==> src/design/ssm_pkg.sv <==
// Shared types and codes for the sorted set merge block.
package ssm_pkg;

    localparam logic [1:0] MODE_LOAD_A = 2'd0;
    localparam logic [1:0] MODE_LOAD_B = 2'd1;
    localparam logic [1:0] MODE_ISECT  = 2'd2;
    localparam logic [1:0] MODE_DIFF   = 2'd3;

    typedef struct packed {
        logic [1:0]  mode;
        logic [15:0] value;
    } t_cmd;

    typedef struct packed {
        logic [15:0] element;
        logic        last;
        logic        empty_res;
        logic        overflow;
    } t_res;

endpackage

==> src/design/ssm_list.sv <==
// Single list store: one write port, one read port with registered read data.
module ssm_list #(
    parameter int DEPTH = 32,
    parameter int WIDTH = 16
) (
    input  logic                     i_clk,
    input  logic                     i_we,
    input  logic [$clog2(DEPTH)-1:0] i_waddr,
    input  logic [WIDTH-1:0]         i_wdata,
    input  logic [$clog2(DEPTH)-1:0] i_raddr,
    output logic [WIDTH-1:0]         o_rdata
);

    logic [WIDTH-1:0] r_mem [DEPTH];
    logic [WIDTH-1:0] r_rdata;

    always_ff @(posedge i_clk) begin
        if (i_we) begin
            r_mem[i_waddr] <= i_wdata;
        end
        r_rdata <= r_mem[i_raddr];
    end

    assign o_rdata = r_rdata;

endmodule

==> src/design/sorted_set_merge_ops.sv <==
// Top level: list loading and the two-pointer merge sequencer.
//
// Usage:
//   One command channel: a transaction is taken at a clock edge with start
//   high and busy low. Modes 0 and 1 append i_cmd.value to list A or B;
//   busy stays low, so loads may follow back to back. A load into
//   a full list is dropped and sets a sticky overflow flag.
//   Modes 2 and 3 run intersection or difference. busy rises for the run.
//   Each merge step is a list read, then a compare and advance, as the
//   single read port of each list has registered read data.
//   Results leave on o_res with o_res_valid high for exactly one cycle each,
//   in list A order, last marked; an empty result gives one item with
//   empty_res set. The receiver cannot stall; every strobe is a transaction.
//   After a run both lists and the overflow flag are cleared.
//   Reset (synchronous, active low) empties both lists, clears the flag and
//   returns the sequencer to idle.
module sorted_set_merge_ops #(
    parameter int LIST_DEPTH  = 32,
    parameter int VALUE_WIDTH = 16
) (
    input  logic         i_clk,
    input  logic         i_rst_n,
    input  logic         start,
    input  ssm_pkg::t_cmd i_cmd,
    output logic         busy,
    output logic         o_res_valid,
    output ssm_pkg::t_res o_res
);

    import ssm_pkg::*;

    localparam int AW = $clog2(LIST_DEPTH);
    localparam int CW = $clog2(LIST_DEPTH + 1);
    localparam int SW = (VALUE_WIDTH < 16) ? VALUE_WIDTH : 16;
    localparam logic [CW-1:0] DEPTH_C = CW'(LIST_DEPTH);

    localparam logic [1:0] S_IDLE = 2'd0;
    localparam logic [1:0] S_RD   = 2'd1;
    localparam logic [1:0] S_CMP  = 2'd2;

    logic [1:0]    r_state, n_state;
    logic [CW-1:0] r_cnt_a, n_cnt_a;
    logic [CW-1:0] r_cnt_b, n_cnt_b;
    logic [CW-1:0] r_ia, n_ia;
    logic [CW-1:0] r_ib, n_ib;
    logic          r_drop, n_drop;
    logic          r_diff, n_diff;
    logic          r_ovf, n_ovf;
    logic          r_pend_vld, n_pend_vld;
    logic [SW-1:0] r_pend, n_pend;
    logic          r_out_vld, n_out_vld;
    t_res          r_out, n_out;

    logic          accept;
    logic          we_a, we_b;
    logic [SW-1:0] wdata;
    logic [SW-1:0] rd_a, rd_b;
    logic          found;

    assign accept = start && (r_state == S_IDLE);
    assign wdata  = i_cmd.value[SW-1:0];

    ssm_list #(.DEPTH(LIST_DEPTH), .WIDTH(SW)) u_list_a (
        .i_clk   (i_clk),
        .i_we    (we_a),
        .i_waddr (r_cnt_a[AW-1:0]),
        .i_wdata (wdata),
        .i_raddr (r_ia[AW-1:0]),
        .o_rdata (rd_a)
    );

    ssm_list #(.DEPTH(LIST_DEPTH), .WIDTH(SW)) u_list_b (
        .i_clk   (i_clk),
        .i_we    (we_b),
        .i_waddr (r_cnt_b[AW-1:0]),
        .i_wdata (wdata),
        .i_raddr (r_ib[AW-1:0]),
        .o_rdata (rd_b)
    );

    always_comb begin
        n_state    = r_state;
        n_cnt_a    = r_cnt_a;
        n_cnt_b    = r_cnt_b;
        n_ia       = r_ia;
        n_ib       = r_ib;
        n_drop     = r_drop;
        n_diff     = r_diff;
        n_ovf      = r_ovf;
        n_pend_vld = r_pend_vld;
        n_pend     = r_pend;
        n_out_vld  = 1'b0;
        n_out      = r_out;
        we_a       = 1'b0;
        we_b       = 1'b0;
        found      = 1'b0;

        unique case (r_state)
            S_IDLE: begin
                if (accept) begin
                    unique case (i_cmd.mode)
                        MODE_LOAD_A: begin
                            if (r_cnt_a < DEPTH_C) begin
                                we_a    = 1'b1;
                                n_cnt_a = r_cnt_a + 1'b1;
                            end else begin
                                n_drop = 1'b1;
                            end
                        end
                        MODE_LOAD_B: begin
                            if (r_cnt_b < DEPTH_C) begin
                                we_b    = 1'b1;
                                n_cnt_b = r_cnt_b + 1'b1;
                            end else begin
                                n_drop = 1'b1;
                            end
                        end
                        MODE_ISECT, MODE_DIFF: begin
                            n_diff     = (i_cmd.mode == MODE_DIFF);
                            n_ovf      = r_drop;
                            n_ia       = '0;
                            n_ib       = '0;
                            n_pend_vld = 1'b0;
                            n_state    = S_RD;
                        end
                        default: begin
                            n_state = S_IDLE;
                        end
                    endcase
                end
            end
            S_RD: begin
                if ((r_ia < r_cnt_a) && ((r_ib < r_cnt_b) || r_diff)) begin
                    n_state = S_CMP;
                end else begin
                    n_out_vld       = 1'b1;
                    n_out.last      = 1'b1;
                    n_out.overflow  = r_ovf;
                    n_out.empty_res = !r_pend_vld;
                    n_out.element   = r_pend_vld ? 16'(r_pend) : 16'd0;
                    n_cnt_a         = '0;
                    n_cnt_b         = '0;
                    n_drop          = 1'b0;
                    n_pend_vld      = 1'b0;
                    n_state         = S_IDLE;
                end
            end
            S_CMP: begin
                if (r_ib < r_cnt_b) begin
                    if (rd_a < rd_b) begin
                        found = r_diff;
                        n_ia  = r_ia + 1'b1;
                    end else if (rd_a > rd_b) begin
                        n_ib = r_ib + 1'b1;
                    end else begin
                        found = !r_diff;
                        n_ia  = r_ia + 1'b1;
                        n_ib  = r_ib + 1'b1;
                    end
                end else begin
                    found = 1'b1;
                    n_ia  = r_ia + 1'b1;
                end
                if (found) begin
                    n_out_vld       = r_pend_vld;
                    n_out.element   = 16'(r_pend);
                    n_out.last      = 1'b0;
                    n_out.empty_res = 1'b0;
                    n_out.overflow  = r_ovf;
                    n_pend          = rd_a;
                    n_pend_vld      = 1'b1;
                end
                n_state = S_RD;
            end
            default: begin
                n_state = S_IDLE;
            end
        endcase
    end

    always_ff @(posedge i_clk) begin
        if (!i_rst_n) begin
            r_state    <= S_IDLE;
            r_cnt_a    <= '0;
            r_cnt_b    <= '0;
            r_drop     <= 1'b0;
            r_pend_vld <= 1'b0;
            r_out_vld  <= 1'b0;
        end else begin
            r_state    <= n_state;
            r_cnt_a    <= n_cnt_a;
            r_cnt_b    <= n_cnt_b;
            r_drop     <= n_drop;
            r_pend_vld <= n_pend_vld;
            r_out_vld  <= n_out_vld;
        end
    end

    always_ff @(posedge i_clk) begin
        r_ia   <= n_ia;
        r_ib   <= n_ib;
        r_diff <= n_diff;
        r_ovf  <= n_ovf;
        r_pend <= n_pend;
        r_out  <= n_out;
    end

    assign busy        = (r_state != S_IDLE);
    assign o_res_valid = r_out_vld;
    assign o_res       = r_out;

endmodule

==> config.mk <==
export PLATFORM = sky130hd
export DESIGN_NAME = sorted_set_merge_ops
export DESIGN_NICKNAME = d
export VERILOG_FILES = /design/src/design/ssm_pkg.sv /design/src/design/ssm_list.sv /design/src/design/sorted_set_merge_ops.sv
export SDC_FILE = /design/constraint.sdc
export NUM_CORES = 1
export LEC_CHECK = 0
export BUFFER_PORTS_ARGS = -buffer_cell sky130_fd_sc_hd__buf_2
export CORE_UTILIZATION = 50
export DETAILED_ROUTE_END_ITERATION = 8
export PLACE_DENSITY = 0.65
export SYNTH_ARGS = -nofsm -noshare
export SYNTH_HDL_FRONTEND = slang
export SYNTH_SLANG_ARGS = --single-unit
==> constraint.sdc <==
create_clock -name i_clk -period 14.59 [get_ports i_clk]
set_clock_uncertainty 0.15 [all_clocks]
set_input_delay 1.459 -clock i_clk [delete_from_list [all_inputs] [get_ports i_clk]]
set_output_delay 1.459 -clock i_clk [all_outputs]
set_load 0.05 [all_outputs]
==> results.md, run 1 <==
* Worst rel slew slack at 0.330
* Fmax achieved at 263 MHz
* Most frequent cell after synthesis: edfxtp_1
* Syn Nets at 2,164
* Hold WC Path Type: register to register
* Post-Syn Instances at 2,103
* CORE AREA at 0.0855 mm^2
* Fillers at 6,240
* Post-synth EDFFs at 1,073
* Yosys warns at 0
* Worst VDD drop at 0.100 mV
* Via density at 6.01
* Post-cts repair resize count at 0
* Period utilization at 0.260
* Post-synthesis cell type count at 55
* Static leakage at 15.6 nW
* Critical setup path kind: register to register
* Power per cell area at 138 mW/mm^2
* Clock slew at reported path FFs at 0.07 ns
* Max-slew violations at 0
* Fin nets at 2,313
* GR Overflow Total at 0
* TritonCTS Buffers at 112
* Worst endpoint required time at 14.81 ns
* Post-synth ARST share at 0
* Setup TNS Final at 0 ns
* Unrepaired setup endpoints after global routing: no
* Tmin final at 3.80 ns
* Area grow syn2layout at 12.5%
* Die span in y at 297 um
* Synth top area share at 0.742
* CTS max path bufs at 3
* Sequential share of the synthesized area at 0.764
* Vias at 21,000
* Crit-path max FO at 51
* Pin count of the biggest net entering global routing at 69
* DRC viols at 0
* Top Ports at 42
* Outcome: complete, no violations
* Post-CTS Setup Bufs at 0
* Hold Path Depth at 0
* Worst slew pin tran at 1.01 ns
* Synth cell count leaders: edfxtp_1, mux4_2, nor2_1, mux2i_1, clkbuf_1
* Initial Utilization at 0.508
* Clock Tree Root: clkbuf_16
* Routability congestion estimate at 0.831
* Area contributors post-synth: edfxtp_1, mux4_2, dfxtp_1
* First-pass GRT wire length at 144 mm
* DPL Wire Length at 58.2 mm
* Overall Global Routing Usage at 0.224
* R2r worst-path depth at 8
* CP arrival at 4.02 ns
* Critical Path Start Type: register
* DR pass1 iterations at 5
* Yosys reg bits at 1,122
* PortBufs at 41
* TritonCTS clock tree: yes
* Commonest register cell after synthesis: edfxtp_1
* Clk Latency, worst-skew pair at 0.71 ns
* WL final at 97.9 mm
* H-Tree Depth at 3
* Syn Std Cell Area at 0.0434 mm^2
* Post-synth top area cell: edfxtp_1
* Syn Area/Cell at 20.7 um^2
* Crit end category: register
* Die W at 297 um
* Pre-CTS WS at 10.08 ns
* Fraction of layout cells with a size suffix above 1 at 0.246
* Antenna viol nets, final at 0
* CTS sink count at 1,122
* Hold_buf cts at 0
* Die outline area at 0.0881 mm^2
* DRT iter0 DRCs at 1,913
* Endpoints failing hold at 0
* Vias in the first global route at 21,400
* Antenna violations before repair at 2
* Max-cap violations at 0
* Avg WL per Cell at 28.0 um
* FF-to-FF setup slack at 10.79 ns
* Setup violations, final at 0
* Cell Rows at 107
* Final WS setup at 10.79 ns
logic make-up (layout without fill, tap and decap cells):
group,count (synthesis),in the layout,synth area share
other,0,2,0
buffers and inverters,143,383,0.0148
XOR/XNOR,9,9,0.00181
multiplexers,353,353,0.151
flip-flops,1122,1122,0.764
adder cells (fa/ha/maj),40,40,0.0115
AND/OR/NAND/NOR,205,205,0.0211
AO/OA/AOI/OAI,231,231,0.0351
report_power, final:
part	leakage, nW	switching, mW	internal, mW
registers	10.1	0.0186	3.55
clock network	1.71	1.19	1.55
logic	3.83	0.266	0.161
total	15.6	1.48	5.27
registers in the layout (all words and copies together) (netlist names), 2 cells and up:
register and flops:
u_list_a.r_mem 512, r_ia 6, u_list_a.o_rdata 16, o_res 19, r_ib 6, u_list_b.o_rdata 16, r_pend 16, u_list_b.r_mem 512
r_cnt_a 6, r_state 2, r_cnt_b 6
worst max-delay path: stages, from the launching register on:
cell	delay, ns
edfxtp_1	0.32
buf_4	0.46
buf_4	0.70
ha_1	0.27
a21oi_1	0.05
o21ai_1	0.47
a21boi_2	0.26
a2111oi_2	0.38
buf_4	0.36
final timing paths:
kind / start / endpoint
setup / recovery: r_ib[1] / o_res[15]
hold / removal: r_ovf / o_res[0]
setup reg to reg: r_ib[1] / o_res[15]
hold reg to reg: r_ovf / o_res[0]
layout make-up:
type	count	area (um^2)	share of cell area
clock buffer	151	3010	0.0616
clock inverter	54	502	0.0103
antenna	2	5.00	0.000102
sequential	1122	33200	0.680
tap	1144	1430	0.0293
timing repair buffer	141	956	0.0196
inverter	37	139	0.00284
multi-input combinational	838	9600	0.197
per-layer routing:
metal | part of all wire | track usage | up-vias
li1 | - | - | 9002
met3 | 0.074 | 0.0464 | 130
met4 | 0.024 | 0.0698 | 4
met2 | 0.48 | 0.349 | 751
met1 | 0.42 | 0.319 | 11100
met5 | 0.0013 | 0.00974 | -
metrics by stage:
stage	total power, mW	cells	hold WS, ns	util	area, um^2
3_3_place_gp	4.06	3282	0.269	0.530	45300
5_1_grt	6.95	3488	0.289	0.571	48800
4_1_cts	6.80	3487	0.293	0.571	48800
3_5_place_dp	4.07	3282	0.278	0.530	45300
2_1_floorplan	3.90	2103	0.250	-	43400
6_report	6.75	3489	0.295	0.571	48800
cell usage in the layout, fill, tap and decap left out, types with 38 or more instances in the layout:
cell | netlist | layout
edfxtp_1 | 1073 | 1073
mux4_2 | 240 | 240
clkbuf_16 | 0 | 112
buf_4 | 0 | 100
nor2_1 | 95 | 94
mux2i_1 | 81 | 81
a21oi_1 | 55 | 55
dfxtp_1 | 49 | 49
nand2_1 | 44 | 44
buf_2 | 24 | 41
ha_1 | 40 | 40
o21ai_0 | 38 | 38
(Power assumes the default switching activity.)
==> inputs of run 2 (changes only) <==
Clock period 14.59 ns to 3.8 ns, I/O delays scaled along.
==> results.md, run 2 (synthesis results as in run 1) <==
* Pre-CTS WS at 0.476 ns (-9.61 ns)
* Tot Pwr at 26.3 mW (+290%)
* Global routing usage on met1 at 0.315 (-0.00353)
* Fmax achieved at 295 MHz (+12%)
* Worst slew pin tran at 1.29 ns (+0.287 ns)
* Post-CTS Setup Bufs at 0 (unchanged)
* Static leakage at 15.8 nW (+1.4%)
* GR Overflow Total at 0 (unchanged)
* Leading cell type in the layout, fill and taps excluded: edfxtp_1
* Via density at 6.06 (+0.89%)
* TritonCTS Buffers at 110 (-1.8%)
* Hold_buf cts at 4 (+4)
* Max-cap violations at 0 (unchanged)
* Die span in y at 297 um (unchanged)
* Top Ports at 42 (unchanged)
* HP Start: i_cmd[4]
* Unrepaired setup endpoints after global routing: no
* Setup TNS Final at 0 ns (unchanged)
* Initial Utilization at 0.508 (unchanged)
* DRT iter0 DRCs at 2,030 (+6.1%)
* Tmin final at 3.39 ns (-0.411 ns)
* Crit end category: register
* Slowest cell on crit path: nor3_1
* Antenna violations before repair at 5 (+3)
* Outcome: complete, no violations
* Post-cts repair resize count at 0 (unchanged)
* Hold WC Path Type: primary input to register
* Fillers at 6,228 (-0.19%)
* Routability congestion estimate at 0.842 (+1.4%)
* Power per cell area at 535 mW/mm^2 (+290%)
* First-pass GRT wire length at 148 mm (+2.3%)
* Clock Tree Root: clkbuf_16
* TritonCTS clock tree: yes
* Top Usage Layer GRT: met2
* Crit path launch: u_list_b.o_rdata[15]
* CP max stage delay at 0.57 ns (-0.13 ns)
* R2R Path Start: u_list_b.o_rdata[15]
* Antenna viol nets, final at 0 (unchanged)
* Commonest non-fill, non-tap cells in the layout: edfxtp_1, mux4_2, clkbuf_16
* Overall Global Routing Usage at 0.230 (+0.00600)
* Clock slew at reported path FFs at 0.06 ns (about the same)
* Worst VDD drop at 0.434 mV (+330%)
* Number of instances in the placed design at 3,300 (+0.55%)
* WL final at 100 mm (+2.2%)
* CTS sink count at 1,122 (unchanged)
* Vias in the first global route at 21,900 (+2.2%)
* PortBufs at 41 (unchanged)
* CP arrival at 3.65 ns (-0.37 ns)
* Setup violations, final at 0 (unchanged)
* Final WS setup at 0.411 ns (-10.38 ns)
* CTS max path bufs at 3 (unchanged)
* Die W at 297 um (unchanged)
* Period utilization at 0.892 (+0.631)
* Endpoints failing hold at 0 (unchanged)
* CORE AREA at 0.0855 mm^2 (unchanged)
* H-Tree Depth at 3 (unchanged)
* Die outline area at 0.0881 mm^2 (unchanged)
* DR pass1 iterations at 5 (unchanged)
* GR Util met2 at 0.375 (+0.0256)
* Worst rel slew slack at 0.138 (-0.191)
* Clk Latency, worst-skew pair at 0.68 ns (-0.03 ns)
* Pin count of the biggest net entering global routing at 78 (+13%)
* Vias at 21,300 (+1.4%)
* Fraction of layout cells with a size suffix above 1 at 0.258 (+0.0124)
* Area grow syn2layout at 13.4%
* Finished Layout Cells at 3,507 (+0.52%)
* Cell Rows at 107 (unchanged)
* DPL Wire Length at 59.9 mm (+3.0%)
* Critical path cell sequence: inv_1, ha_1, nand4_1, nor4_1, a21boi_1, a211oi_1, nor3_1, a2111oi_4, buf_4
* Fin nets at 2,333 (+0.86%)
* Critical Path Start Type: register
* Worst endpoint required time at 4.06 ns (-10.75 ns)
* Max-slew violations at 0 (unchanged)
* Avg WL per Cell at 28.5 um (+1.7%)
* DRC viols at 0 (unchanged)
* M3 GR Usage at 0.0369 (-0.00951)
* Critical setup path kind: register to register
* Crit-path max FO at 19 (-63%)
==> run 2: power by group <==
part           internal, mW  switching, mW
clock                  6.32           4.60
combinational         0.649           1.04
sequential             13.6         0.0814
total                  20.6           5.72
==> run 2: final cells by class <==
| cell class | count | area, um^2 | area share |
|---|---|---|---|
| clock inverter | 64 | 662 | 0.0134 |
| inverter | 37 | 139 | 0.00282 |
| tap | 1144 | 1430 | 0.0291 |
| timing repair buffer | 163 | 1230 | 0.0250 |
| clock buffer | 138 | 2980 | 0.0605 |
| sequential | 1122 | 33200 | 0.674 |
| antenna | 1 | 2.50 | 0.0000508 |
| multi-input combinational | 838 | 9620 | 0.195 |
==> run 2: path summary, 6_finish.rpt <==
check / to / slack, ns / cells past startpoint
setup reg to reg: o_res[9] / 0.41 / 9
hold reg to reg: r_ovf / 0.28 / 0
setup / recovery: o_res[9] / 0.41 / 9
hold / removal: u_list_b.r_mem[28][4] / 0.05 / 1
==> run 2: metal layers <==
metal	wire length, um	part of all wire
met2	49200	0.49
met3	6670	0.067
met1	40600	0.41
met5	12	0.00012
met4	3510	0.035
==> run 2: through the flow <==
| stage | area (um^2) | hold WS [ns] | util |
|---|---|---|---|
| finish | 49300 | 0.0486 | 0.576 |
| global route | 49300 | 0.0570 | 0.576 |
| CTS | 49300 | 0.0393 | 0.576 |
| detailed placement | 45600 | 0.269 | 0.533 |
| global placement | 45600 | 0.268 | 0.533 |
| floorplan | 43400 | 0.250 | - |
==> run 2: worst max-delay path, delay by kind of cell, from the launching register on <==
kind / cells / cell delay [ns]
AO/OA/AOI/OAI: 3 / 0.57
adder cells (fa/ha/maj): 1 / 0.32
buffers and inverters: 2 / 0.36
flip-flops: 1 / 0.52
AND/OR/NAND/NOR: 3 / 1.19
